`config.mk`:
```
export PLATFORM = sky130hd
export DESIGN_NAME = feature_range_and_mean
export DESIGN_NICKNAME = d
export VERILOG_FILES = /design/src/hw/rtl/frm_pkg.sv /design/src/hw/rtl/frm_mem.sv /design/src/hw/rtl/frm_divider.sv /design/src/hw/rtl/feature_range_and_mean.sv
export SDC_FILE = /design/constraint.sdc
export NUM_CORES = 2
export LEC_CHECK = 0
export BUFFER_PORTS_ARGS = -buffer_cell sky130_fd_sc_hd__buf_4
export CORE_MARGIN = 3
export CORE_UTILIZATION = 55
export DETAILED_ROUTE_END_ITERATION = 8
export GPL_TIMING_DRIVEN = 0
export HOLD_SLACK_MARGIN = 0.1
export PLACE_DENSITY_LB_ADDON = 0.3
export SLEW_MARGIN = 20
export SYNTH_ARGS = -nofsm -noshare
export SYNTH_HDL_FRONTEND = slang
export SYNTH_SLANG_ARGS = --single-unit
```
`constraint.sdc`:
```
create_clock -name clock -period 7.6 [get_ports clock]
set_input_delay 1.14 -clock clock [delete_from_list [all_inputs] [get_ports clock]]
set_output_delay 1.14 -clock clock [all_outputs]
set_load 0.03 [all_outputs]
```
`src/hw/rtl/frm_pkg.sv`:
```
// Shared types and constants for the per-feature range and mean block.
// Used by frm_mem, frm_divider and feature_range_and_mean; depends on nothing.
`default_nettype none

package frm_pkg;

   // Field widths
   localparam int CFG_W     = 5;
   localparam int SAMPLE_W  = 16;
   localparam int SUM_W     = 32;
   localparam int COUNT_W   = 16;
   localparam int INDEX_W   = 4;
   localparam int STATUS_W  = 2;

   // Defaults and limits
   localparam int DEFAULT_MAX_FEATURES = 16;
   localparam int MAX_SAMPLES          = 65535;
   localparam logic [CFG_W-1:0] FEATURE_COUNT_RESET = 5'd1;

   // Divider: one quotient bit per step
   localparam int DIV_STEPS  = SUM_W;
   localparam int DIV_STEP_W = $clog2(DIV_STEPS);

   // Result status codes
   localparam logic [STATUS_W-1:0] STATUS_OK         = 2'd0;
   localparam logic [STATUS_W-1:0] STATUS_MID_SAMPLE = 2'd1;
   localparam logic [STATUS_W-1:0] STATUS_SATURATED  = 2'd2;

   typedef struct packed {
      logic signed [SAMPLE_W-1:0] sample_value;
      logic                       end_of_set;
   } req_type;

   typedef struct packed {
      logic [INDEX_W-1:0]         feature_index;
      logic [SAMPLE_W-1:0]        value_range;
      logic signed [SAMPLE_W-1:0] mean_value;
      logic [STATUS_W-1:0]        status;
      logic                       last_result;
   } rsp_type;

   // One statistics entry per feature
   typedef struct packed {
      logic [SUM_W-1:0]           sum_value;
      logic signed [SAMPLE_W-1:0] max_value;
      logic signed [SAMPLE_W-1:0] min_value;
   } entry_type;

endpackage

`default_nettype wire

```
`src/hw/rtl/frm_mem.sv`:
```
// Statistics memory: one entry (sum, maximum, minimum) per feature.
// One write port, one read port with registered data; uses frm_pkg::entry_type.
`default_nettype none

module frm_mem #(
   parameter int DEPTH  = frm_pkg::DEFAULT_MAX_FEATURES,
   parameter int ADDR_W = 4
) (
   input  wire logic              clock,
   input  wire logic              wr_en,
   input  wire logic [ADDR_W-1:0] wr_addr,
   input  wire frm_pkg::entry_type wr_data,
   input  wire logic [ADDR_W-1:0] rd_addr,
   output frm_pkg::entry_type     rd_data
);

   frm_pkg::entry_type mem_ff [DEPTH];
   frm_pkg::entry_type rd_data_ff;

   // Write port
   always_ff @(posedge clock) begin
      if (wr_en) begin
         mem_ff[wr_addr] <= wr_data;
      end
   end

   // Registered read port
   always_ff @(posedge clock) begin
      rd_data_ff <= mem_ff[rd_addr];
   end

   assign rd_data = rd_data_ff;

endmodule

`default_nettype wire

```
`src/hw/rtl/frm_divider.sv`:
```
// Shared sequential divider: signed 32-bit sum by unsigned 16-bit count,
// truncated toward zero, one quotient bit per cycle. Uses frm_pkg constants.
`default_nettype none

module frm_divider (
   input  wire logic                          clock,
   input  wire logic                          reset,
   input  wire logic                          start,
   input  wire logic [frm_pkg::SUM_W-1:0]     dividend,
   input  wire logic [frm_pkg::COUNT_W-1:0]   divisor,
   output logic                               busy,
   output logic                               done,
   output logic [frm_pkg::SAMPLE_W-1:0]       quotient
);

   localparam int SW = frm_pkg::SUM_W;
   localparam int CW = frm_pkg::COUNT_W;
   localparam int QW = frm_pkg::SAMPLE_W;
   localparam int TW = frm_pkg::DIV_STEP_W;

   logic          busy_ff, busy_in;
   logic          done_ff, done_in;
   logic [TW-1:0] step_ff, step_in;
   logic          neg_ff, neg_in;
   logic [SW-1:0] quo_ff, quo_in;
   logic [CW-1:0] rem_ff, rem_in;
   logic [CW-1:0] div_ff, div_in;

   logic [CW:0]   shifted;
   logic [CW:0]   trial;

   // One restoring step per cycle; the dividend magnitude shifts out as quotient shifts in
   always_comb begin
      busy_in = busy_ff;
      done_in = 1'b0;
      step_in = step_ff;
      neg_in  = neg_ff;
      quo_in  = quo_ff;
      rem_in  = rem_ff;
      div_in  = div_ff;
      shifted = {rem_ff, quo_ff[SW-1]};
      trial   = shifted - {1'b0, div_ff};
      if (start) begin
         busy_in = 1'b1;
         step_in = TW'(frm_pkg::DIV_STEPS - 1);
         neg_in  = dividend[SW-1];
         quo_in  = dividend[SW-1] ? (~dividend + SW'(1)) : dividend;
         rem_in  = '0;
         div_in  = divisor;
      end else if (busy_ff) begin
         if (!trial[CW]) begin
            rem_in = trial[CW-1:0];
            quo_in = {quo_ff[SW-2:0], 1'b1};
         end else begin
            rem_in = shifted[CW-1:0];
            quo_in = {quo_ff[SW-2:0], 1'b0};
         end
         if (step_ff == '0) begin
            busy_in = 1'b0;
            done_in = 1'b1;
         end else begin
            step_in = step_ff - TW'(1);
         end
      end
   end

   // Hold control state
   always_ff @(posedge clock) begin
      if (reset) begin
         busy_ff <= 1'b0;
         done_ff <= 1'b0;
      end else begin
         busy_ff <= busy_in;
         done_ff <= done_in;
      end
   end

   // Hold datapath
   always_ff @(posedge clock) begin
      step_ff <= step_in;
      neg_ff  <= neg_in;
      quo_ff  <= quo_in;
      rem_ff  <= rem_in;
      div_ff  <= div_in;
   end

   // Apply the sign to the low quotient bits
   assign quotient = neg_ff ? (~quo_ff[QW-1:0] + QW'(1)) : quo_ff[QW-1:0];
   assign busy     = busy_ff;
   assign done     = done_ff;

endmodule

`default_nettype wire

```
`src/hw/rtl/feature_range_and_mean.sv`:
```
// Per-feature minimum, maximum and mean statistics over a streamed data set.
//
// Use: values enter on the req_ channel (valid/stall), one feature value per
// transfer, in row order; a sample is feature_count consecutive values. The
// csr_ channel (valid/ready) writes feature_count and restarts the set; it is
// taken only while the block is idle. Results leave on the rsp_ channel
// (valid/stall) through an output register.
// Per value: the feature's entry in the statistics memory is read, then written
// back, so the block takes no new value before it is through with the last;
// req_stall is high for one cycle after every transfer but the closing one.
// End of set: after the closing value, each feature passes through fetch,
// start, the shared divider that produces one quotient bit per cycle (32
// steps), and output. A set that ends mid-sample gives one error result
// through the output register, with no division.
// A stalled receiver holds the output register; the sequencer waits for it.
// Reset: synchronous, feature_count returns to 1 and a new set begins.
// The memory needs no clearing pass: the first sample of a set writes every
// entry before it is read.
`default_nettype none

module feature_range_and_mean #(
   parameter int MAX_FEATURES = frm_pkg::DEFAULT_MAX_FEATURES
) (
   input  wire logic                       clock,
   input  wire logic                       reset,
   // Value channel
   input  wire logic                       req_valid,
   output logic                            req_stall,
   input  wire frm_pkg::req_type           req_payload,
   // Result channel
   output logic                            rsp_valid,
   input  wire logic                       rsp_stall,
   output frm_pkg::rsp_type                rsp_payload,
   // Configuration channel
   input  wire logic                       csr_valid,
   output logic                            csr_ready,
   input  wire logic [frm_pkg::CFG_W-1:0]  csr_data
);

   localparam int IDX_W = (MAX_FEATURES > 1) ? $clog2(MAX_FEATURES) : 1;
   localparam int NUM_W = ($clog2(MAX_FEATURES + 1) > frm_pkg::CFG_W) ?
                          $clog2(MAX_FEATURES + 1) : frm_pkg::CFG_W;
   localparam int CW    = frm_pkg::COUNT_W;
   localparam int SW    = frm_pkg::SUM_W;
   localparam int VW    = frm_pkg::SAMPLE_W;
   localparam logic [CW-1:0] SAMPLE_LIMIT = CW'(frm_pkg::MAX_SAMPLES);

   typedef enum logic [2:0] {
      S_IDLE,
      S_UPDATE,
      S_FETCH,
      S_START,
      S_DIVIDE,
      S_OUTPUT
   } state_type;

   state_type                     state_ff, state_in;
   logic [frm_pkg::CFG_W-1:0]     count_ff, count_in;
   logic [IDX_W-1:0]              pos_ff, pos_in;
   logic [IDX_W-1:0]              k_ff, k_in;
   logic [CW-1:0]                 samples_ff, samples_in;
   logic                          first_ff, first_in;
   logic                          ovf_ff, ovf_in;
   logic                          err_ff, err_in;
   logic                          rsp_valid_ff, rsp_valid_in;
   frm_pkg::req_type              req_data_ff, req_data_in;
   frm_pkg::rsp_type              rsp_data_ff, rsp_data_in;
   logic [VW-1:0]                 range_ff, range_in;

   logic [NUM_W-1:0]              count_wide;
   logic [NUM_W-1:0]              eff_count;
   logic [IDX_W-1:0]              last_pos;
   logic                          req_xfer;
   logic                          csr_xfer;
   logic                          counted;
   logic                          wrap;
   logic signed [VW-1:0]          sv;
   logic [SW-1:0]                 sv_wide;

   logic                          mem_we;
   frm_pkg::entry_type            mem_wdata;
   frm_pkg::entry_type            mem_rdata;
   logic [IDX_W-1:0]              mem_raddr;

   logic                          div_start;
   logic                          div_busy;
   logic                          div_done;
   logic [VW-1:0]                 div_quotient;

   // Clamp the feature count to 1..MAX_FEATURES
   assign count_wide = NUM_W'(count_ff);
   always_comb begin
      if (count_wide == '0) begin
         eff_count = NUM_W'(1);
      end else if (count_wide > NUM_W'(MAX_FEATURES)) begin
         eff_count = NUM_W'(MAX_FEATURES);
      end else begin
         eff_count = count_wide;
      end
   end
   assign last_pos = IDX_W'(eff_count - NUM_W'(1));

   assign csr_ready = (state_ff == S_IDLE);
   assign req_stall = (state_ff != S_IDLE) || csr_valid;
   assign csr_xfer  = csr_valid && csr_ready;
   assign req_xfer  = req_valid && !req_stall;

   assign sv        = req_data_ff.sample_value;
   assign sv_wide   = {{(SW - VW){sv[VW-1]}}, sv};
   assign mem_raddr = (state_ff == S_IDLE) ? pos_ff : k_ff;

   // Sequencer: accumulate one value, or walk the features through the divider
   always_comb begin
      state_in     = state_ff;
      count_in     = count_ff;
      pos_in       = pos_ff;
      k_in         = k_ff;
      samples_in   = samples_ff;
      first_in     = first_ff;
      ovf_in       = ovf_ff;
      err_in       = err_ff;
      rsp_valid_in = rsp_valid_ff;
      req_data_in  = req_data_ff;
      rsp_data_in  = rsp_data_ff;
      range_in     = range_ff;
      mem_we       = 1'b0;
      mem_wdata    = mem_rdata;
      div_start    = 1'b0;
      counted      = 1'b1;
      wrap         = 1'b0;

      // Drop the result once the receiver takes it
      if (rsp_valid_ff && !rsp_stall) begin
         rsp_valid_in = 1'b0;
      end

      case (state_ff)
         S_IDLE: begin
            if (csr_xfer) begin
               count_in   = csr_data;
               pos_in     = '0;
               k_in       = '0;
               samples_in = '0;
               first_in   = 1'b1;
               ovf_in     = 1'b0;
               err_in     = 1'b0;
            end else if (req_xfer) begin
               req_data_in = req_payload;
               state_in    = S_UPDATE;
            end
         end

         S_UPDATE: begin
            // Fold the value into its feature's entry
            if (first_ff) begin
               mem_we              = 1'b1;
               mem_wdata.sum_value = sv_wide;
               mem_wdata.max_value = sv;
               mem_wdata.min_value = sv;
            end else if (samples_ff >= SAMPLE_LIMIT) begin
               ovf_in  = 1'b1;
               counted = 1'b0;
            end else begin
               mem_we              = 1'b1;
               mem_wdata.sum_value = mem_rdata.sum_value + sv_wide;
               if (sv > mem_rdata.max_value) begin
                  mem_wdata.max_value = sv;
               end
               if (sv < mem_rdata.min_value) begin
                  mem_wdata.min_value = sv;
               end
            end
            // Advance the feature position; count the sample when it wraps
            if (pos_ff == last_pos) begin
               wrap     = 1'b1;
               pos_in   = '0;
               first_in = 1'b0;
               if (counted) begin
                  samples_in = samples_ff + CW'(1);
               end
            end else begin
               pos_in = pos_ff + IDX_W'(1);
            end
            if (req_data_ff.end_of_set) begin
               k_in = '0;
               if (!wrap || samples_in == '0) begin
                  err_in   = 1'b1;
                  state_in = S_OUTPUT;
               end else begin
                  state_in = S_FETCH;
               end
            end else begin
               state_in = S_IDLE;
            end
         end

         S_FETCH: begin
            state_in = S_START;
         end

         S_START: begin
            div_start = 1'b1;
            range_in  = mem_rdata.max_value - mem_rdata.min_value;
            state_in  = S_DIVIDE;
         end

         S_DIVIDE: begin
            if (div_done) begin
               state_in = S_OUTPUT;
            end
         end

         S_OUTPUT: begin
            // Load the output register when it is free or being emptied
            if (!rsp_valid_ff || !rsp_stall) begin
               rsp_valid_in = 1'b1;
               if (err_ff) begin
                  rsp_data_in.feature_index = '0;
                  rsp_data_in.value_range   = '0;
                  rsp_data_in.mean_value    = '0;
                  rsp_data_in.status        = frm_pkg::STATUS_MID_SAMPLE;
                  rsp_data_in.last_result   = 1'b1;
               end else begin
                  rsp_data_in.feature_index = frm_pkg::INDEX_W'(k_ff);
                  rsp_data_in.value_range   = range_ff;
                  rsp_data_in.mean_value    = div_quotient;
                  rsp_data_in.status        = ovf_ff ? frm_pkg::STATUS_SATURATED :
                                                       frm_pkg::STATUS_OK;
                  rsp_data_in.last_result   = (k_ff == last_pos);
               end
               if (err_ff || k_ff == last_pos) begin
                  pos_in     = '0;
                  k_in       = '0;
                  samples_in = '0;
                  first_in   = 1'b1;
                  ovf_in     = 1'b0;
                  err_in     = 1'b0;
                  state_in   = S_IDLE;
               end else begin
                  k_in     = k_ff + IDX_W'(1);
                  state_in = S_FETCH;
               end
            end
         end

         default: begin
            state_in = S_IDLE;
         end
      endcase
   end

   // Hold state and registered outputs
   always_ff @(posedge clock) begin
      if (reset) begin
         state_ff     <= S_IDLE;
         count_ff     <= frm_pkg::FEATURE_COUNT_RESET;
         pos_ff       <= '0;
         k_ff         <= '0;
         samples_ff   <= '0;
         first_ff     <= 1'b1;
         ovf_ff       <= 1'b0;
         err_ff       <= 1'b0;
         rsp_valid_ff <= 1'b0;
      end else begin
         state_ff     <= state_in;
         count_ff     <= count_in;
         pos_ff       <= pos_in;
         k_ff         <= k_in;
         samples_ff   <= samples_in;
         first_ff     <= first_in;
         ovf_ff       <= ovf_in;
         err_ff       <= err_in;
         rsp_valid_ff <= rsp_valid_in;
      end
   end

   // Hold payload
   always_ff @(posedge clock) begin
      req_data_ff <= req_data_in;
      rsp_data_ff <= rsp_data_in;
      range_ff    <= range_in;
   end

   assign rsp_valid   = rsp_valid_ff;
   assign rsp_payload = rsp_data_ff;

   frm_mem #(
      .DEPTH  (MAX_FEATURES),
      .ADDR_W (IDX_W)
   ) u_mem (
      .clock   (clock),
      .wr_en   (mem_we),
      .wr_addr (pos_ff),
      .wr_data (mem_wdata),
      .rd_addr (mem_raddr),
      .rd_data (mem_rdata)
   );

   frm_divider u_divider (
      .clock    (clock),
      .reset    (reset),
      .start    (div_start),
      .dividend (mem_rdata.sum_value),
      .divisor  (samples_ff),
      .busy     (div_busy),
      .done     (div_done),
      .quotient (div_quotient)
   );

   // Position stays inside the configured sample width
   a_pos_bound : assert property (@(posedge clock) disable iff (reset)
      pos_ff <= last_pos)
      else $error("feature position beyond configured count");

   // Sample count never passes the saturation limit
   a_samples_bound : assert property (@(posedge clock) disable iff (reset)
      samples_ff <= SAMPLE_LIMIT)
      else $error("sample count beyond limit");

   // Divider starts only when idle and never by zero
   a_div_start : assert property (@(posedge clock) disable iff (reset)
      div_start |-> (!div_busy && samples_ff != '0))
      else $error("divider started while busy or with zero count");

   // A configuration write restarts the set
   a_csr_restart : assert property (@(posedge clock) disable iff (reset)
      csr_xfer |=> (pos_ff == '0 && samples_ff == '0 && first_ff && !ovf_ff))
      else $error("configuration write did not restart the set");

endmodule

`default_nettype wire
```
Yosys cells after proc, flatten, opt, wreduce, memory -nomap -nowiden
Memory sizes are Yosys's and may differ from the RTL's. A register that Yosys moved wholly into a read port is not among the register bits.
Index checks and enable logic that the tools add are counted.
{"block": "totals", "register_bits": 180, "wordCells": 160, "out_inout_bits": 42, "ram_bits": 1024, "mem_count": 1}
{"block": "classes", "n_addsub": 10, "muxes": 69, "bitwise_logic": 5, "eq_ne": 18, "reduce_logical": 29, "order_cmp": 4}
{"memory": "u_mem.mem_ff", "depth": 16, "word_bits": 64, "rd": 1, "rd_ports_with_merged_regs": 1, "wr": 1, "line": "frm_mem.sv:17", "rtl": "frm_pkg::entry_type mem_ff [DEPTH];"}
{"op": "$mux 64", "count": 3}
{"op": "$mux 16", "count": 10}
{"op": "$mux 32", "count": 3}
{"op": "$pmux 16 s3", "count": 1}
{"op": "$mux 4", "count": 10}
{"op": "$add 16x1->16 const B", "count": 2}
{"op": "$add 32x1->32 const B", "count": 1}
{"op": "$add 32x32->32", "count": 1}
{"op": "$not 32->32", "count": 1}
{"op": "$mux 1", "count": 28}
{"op": "$pmux 4 s3", "count": 2}
{"op": "$mux 3", "count": 6}
{"op": "$pmux 3 s6", "count": 1}
{"op": "$sub 17x16->17", "count": 1}
{"op": "$ge 16x16->1 const B", "count": 1}
{"op": "$gt 16x16->1", "count": 1}
{"op": "$logic_not 16->1", "count": 1}
{"op": "$lt 16x16->1", "count": 1}
{"op": "$ne 2x2->1 const B", "count": 8}
{"op": "$not 16->16", "count": 1}
{"op": "$sub 16x16->16", "count": 1}
{"op": "$reduce_and 4->1", "count": 3}
{"op": "$reduce_and 6->1", "count": 2}
{"op": "$logic_not 5->1", "count": 2}
{"op": "other kinds (22)", "count": 44}

Depth between registers and ports, before layout
{"block": "logic_depth", "word_depth": 12, "mapped_depth": 14, "ltp_nobuf": 13}

Cells and area by module
From an unflattened synthesis, not the netlist that was laid out.
{"block": "unflattened", "hier_cells": 3055, "hier_area_um2": 52545.4}
{"mod": "frm_mem", "cells_per_inst": 1647, "area_per_inst_um2": 39581.7, "instances": 1, "seq_area_each_um2": 32030.7}
{"mod": "feature_range_and_mean", "cells_per_inst": 934, "area_per_inst_um2": 8488.1, "instances": 1, "seq_area_each_um2": 2882.8}
{"mod": "frm_divider", "cells_per_inst": 474, "area_per_inst_um2": 4475.5, "instances": 1, "seq_area_each_um2": 1931.9}

Worst setup path after synthesis
OpenSTA, ideal clock, no wires.
{"block": "synth_timing", "kind": "input -> register", "start": "input rsp_stall", "end": "register samples_ff[7]", "t_arrival_ps": 4044, "setup_slack_ps": 3422, "path_buffers": 2, "setup_ps": 134, "path_stages": 6, "required_ps": 7466, "path_cell_list": "a21oi_1 -> o221ai_1 -> clkbuf_1 -> clkbuf_1 -> o21ai_0 -> a21oi_1"}
{"block": "synth_between", "elab_chain_len": 4}
{"element": "start: declaration", "line": "feature_range_and_mean.sv:32", "rtl": "input wire logic rsp_stall,"}
{"element": "$logic_not 1->1", "line": "feature_range_and_mean.sv:215", "rtl": "if (!rsp_valid_ff || !rsp_stall) begin"}
{"element": "$logic_or 1x1->1", "line": "feature_range_and_mean.sv:215"}
{"element": "$ne 2x2->1 (no source line)"}
{"element": "$reduce_and 4->1 (no source line)"}
{"element": "end signal: assignment", "line": "feature_range_and_mean.sv:269", "rtl": "samples_ff <= samples_in;"}
{"element": "end: declaration", "line": "feature_range_and_mean.sv:61", "rtl": "logic [CW-1:0] samples_ff, samples_in;"}
No other way between the ends.
A chain may end at the register's enable or synchronous reset.

Final worst setup path
{"block": "layout_timing", "start": "register state_ff[1]", "end": "register, netlist name u_mem.rd_data[54]"}
{"block": "layout_between", "elab_chain_len": 2}
{"element": "start: declaration", "line": "feature_range_and_mean.sv:57", "rtl": "state_type state_ff, state_in;"}
{"element": "start signal: assignment", "line": "feature_range_and_mean.sv:265", "rtl": "state_ff <= state_in;"}
{"element": "$logic_not 3->1", "line": "feature_range_and_mean.sv:110", "rtl": "assign mem_raddr = (state_ff == S_IDLE) ? pos_ff : k_ff;"}
{"element": "$mux 4", "line": "feature_range_and_mean.sv:110"}
No other way between the ends.

==> impl_metrics.py <==
metrics = {
    "status": {
        "status": "finished, final reports clean",
    },
    "yosys": {
        "async_flop_share_pct": 0,
        "synth_top_area_share_pct": 64.80,
        "synth_area_leaders": "edfxtp_1 (65%), mux4_2 (11%), dfxtp_1 (4.6%)",
        "synth_nets": 3353,
        "syn_area_um2": 53060,
        "ys_seq_area_share_pct": 69.44,
        "yosysTopAreaCell": "edfxtp_1",
        "yosys_warnings": 0,
        "syn_area_per_cell_um2": 16.48,
        "synth_ff_type": "edfxtp_1",
        "ys_seq_elements": 1268,
        "synth_edf_count": 1145,
        "yosys.cell_types.count": 78,
        "postSynthCellCount": 3220,
    },
    "cts": {
        "hold_buffers": 0,
        "cts_num_sinks": 1268,
        "cts-resized-gates": 0,
        "htree_levels": 4,
        "numCtsBuffers": 130,
        "clk_path_buf_depth": 3,
        "cts_tree": "built",
        "worstSkewPairLatency_ns": 0.74,
        "cts_setup_buffers": 0,
        "cts_root_buffer": "clkbuf_16",
        "path_clk_slew_ns": 0.06,
    },
    "grt": {
        "grt_pass1_wl_um": 198500,
        "antenna_found_initial": 3,
        "grt_overflow": 0,
        "grt_max_degree": 40,
        "grt_pass1_vias": 30740,
        "track_usage_pct": 27.35,
    },
    "sta": {
        "finalCritPeriodShare_pct": 66.62,
        "rsz0062_at_grt": "no",
        "max_clock_freq_ghz": 0.1975,
        "hold_viol": 0,
        "finalCriticalPeriod_ns": 5.063,
        "tightest_slew_ns": 1.226,
        "whs_ns": 0.4275,
        "setup_tns_ns": 0,
        "slew-limit-headroom_pct": 18.28,
        "slew_viol_final": 0,
        "setup_viol": 0,
        "fin_skew_ns": 0.03419,
    },
    "worst_setup_path": {
        "crit_top_cell": "clkbuf_1",
        "path_max_fanout": 10,
        "max_stage_delay_ns": 0.86,
        "worstSetupPathType": "reg2reg",
        "required_ns": 8.20,
        "arrival_ns": 5.67,
        "critPathSlowestCell": "mux2i_2",
        "end_kind": "flip-flop",
        "start_kind": "flip-flop",
        "path_cells": "clkbuf_1 > nor3_2 > mux2i_2 > clkbuf_1 > buf_8 > clkbuf_2 > clkbuf_1 > mux4_2 > nand2_1 > a31oi_1",
    },
    "drt": {
        "ant_nets": 0,
        "via_count": 30890,
        "drt_iter0_drc": 3726,
        "vias_per_cell": 6.403,
        "wl_per_cell_um": 28.04,
        "dr.pass1.iters": 6,
        "drc": 0,
        "wirelength_um": 135300,
    },
    "floorplan": {
        "core_um2": 95290,
        "die-area_um2": 100200,
        "std_cell_rows": 113,
        "io_pins": 69,
        "initial_core_util_pct": 55.68,
        "die_h_um": 316.6,
        "die_w_um": 316.6,
    },
    "placed_design": {
        "dpl_cell_area_um2": 55920,
        "dp_hpwl_um": 86580,
        "port_buffers": 67,
        "gp_congestion": 0.9052,
    },
    "cells_and_area": {
        "drive_above_1_share_pct": 18.36,
        "nets": 3585,
        "fin_area_um2": 60180,
        "final_cell_mix": "edfxtp_1 (1145), mux4_2 (256), nand2_1 (250)",
        "syn2layout_area_growth_pct": 13.41,
        "final_common_cell": "edfxtp_1",
    },
    "flow_run": {
        "drv_cap": 0,
    },
    "pwr": {
        "max-vdd-ir-drop_mv": 0.2659,
        "power.density_nw_per_um2": 390.7,
        "total_power_mw": 23.51,
        "p_leak_nw": 20.58,
    },
    "hold_path": {
        "worst_hold_path_type": "reg2reg",
    },
}
[final timing paths]
path / from / to / slack (ns) / depth (start not counted)
hold reg to reg: samples_ff[3]$_SDFFE_PP0P_ / u_divider.div_ff[3]$_DFFE_PP_ / 0.43 / 0
setup reg to reg: state_ff[1]$_SDFFE_PP0P_ / u_mem.rd_data[54]$_DFF_P_ / 2.54 / 10
hold / removal: samples_ff[3]$_SDFFE_PP0P_ / u_divider.div_ff[3]$_DFFE_PP_ / 0.43 / 0
setup / recovery: state_ff[1]$_SDFFE_PP0P_ / u_mem.rd_data[54]$_DFF_P_ / 2.54 / 10
[report_power, final]
group          switching, mW  internal (mW)
Clock                   2.64           3.63
Sequential             0.511           9.56
Combinational           4.52           2.66
[worst max-delay path: cells and delay by family, from the launching register on]
kind	cells	cell delay [ns]
AO/OA/AOI/OAI	1	0.36
buffers and inverters	5	2.30
flip-flops	1	0.29
multiplexers	2	1.21
AND/OR/NAND/NOR	2	0.75
[stage by stage]
stage | util [%] | setup slack [ns] | cells
after floorplan | - | 3.422 | 3220
final | 63.15 | 2.537 | 4824
after CTS | 63.07 | 2.298 | 4821
after detailed placement | 58.68 | 2.416 | 4585
after global placement | 57.87 | 0.6797 | 4552
after global routing | 63.14 | 2.414 | 4821
[registers in the layout (all words and copies together), names as in the netlist, 3 cells and up]
name               flops
range_ff              16
rsp_payload           39
u_divider.rem_ff      16
u_mem.mem_ff        1024
k_ff                   4
samples_ff            16
sv                    16
u_mem.rd_data         64
u_divider.quo_ff      32
pos_ff                 4
count_ff               5
u_divider.step_ff      5
state_ff               3
u_divider.div_ff      16
[final cells by class]
| class | instances | area (um2) |
|---|---|---|
| fill | 6639 | 35110 |
| clock inverter | 66 | 669.4 |
| tap | 1265 | 1583 |
| multi-input combinational | 1704 | 15440 |
| sequential | 1268 | 36850 |
| buffer | 162 | 643.1 |
| timing repair buffer | 100 | 1149 |
| inverter | 86 | 324.1 |
| clock buffer | 170 | 3518 |
| antenna | 3 | 7.507 |
[per-layer routing]
metal	wire, um	vias up	track usage (%)
li1	-	13190	-
met3	13420	314	5.849
met5	0	-	0
met1	51910	15660	37.06
met2	64400	1714	43.52
met4	5549	0	11.46
[cell usage after synthesis (4+ instances only)]
master,number
a211o_1,5
a211oi_1,77
a21boi_0,5
a21o_1,26
a21oi_1,114
a22oi_1,4
a31oi_1,77
and2_1,86
and3_1,20
buf_1,35
buf_2,4
clkbuf_1,120
dfxtp_1,123
edfxtp_1,1145
ha_1,103
inv_1,84
mux2_2,31
mux2i_1,28
mux4_2,256
nand2_1,250
nand2b_1,12
nand3_1,27
nand3b_1,7
nand4_1,10
nand4b_1,5
nor2_1,107
nor2b_1,38
nor3_1,18
nor4_1,7
nor4b_1,4
o211ai_1,7
o21a_1,16
o21ai_0,108
o21bai_1,5
o22ai_1,34
o311ai_0,4
o31ai_1,18
o41ai_1,6
or2_2,5
or3_1,16
or4_1,12
xnor2_1,49
xor2_1,62
[cells by family (layout without fill, tap and decap cells)]
family,Yosys count,after routing,share of synthesized area (%)
DFF,1268,1268,69.44
adders and majority gates,106,106,2.542
buffers and inverters,248,584,1.787
AOI/OAI and AO/OA,537,537,6.425
muxes,317,317,12.09
and+or+nand+nor,632,632,5.841
other,0,3,0
xor gates and xnor gates,112,112,1.875
No activity file was read; power rests on OpenSTA's default activity.
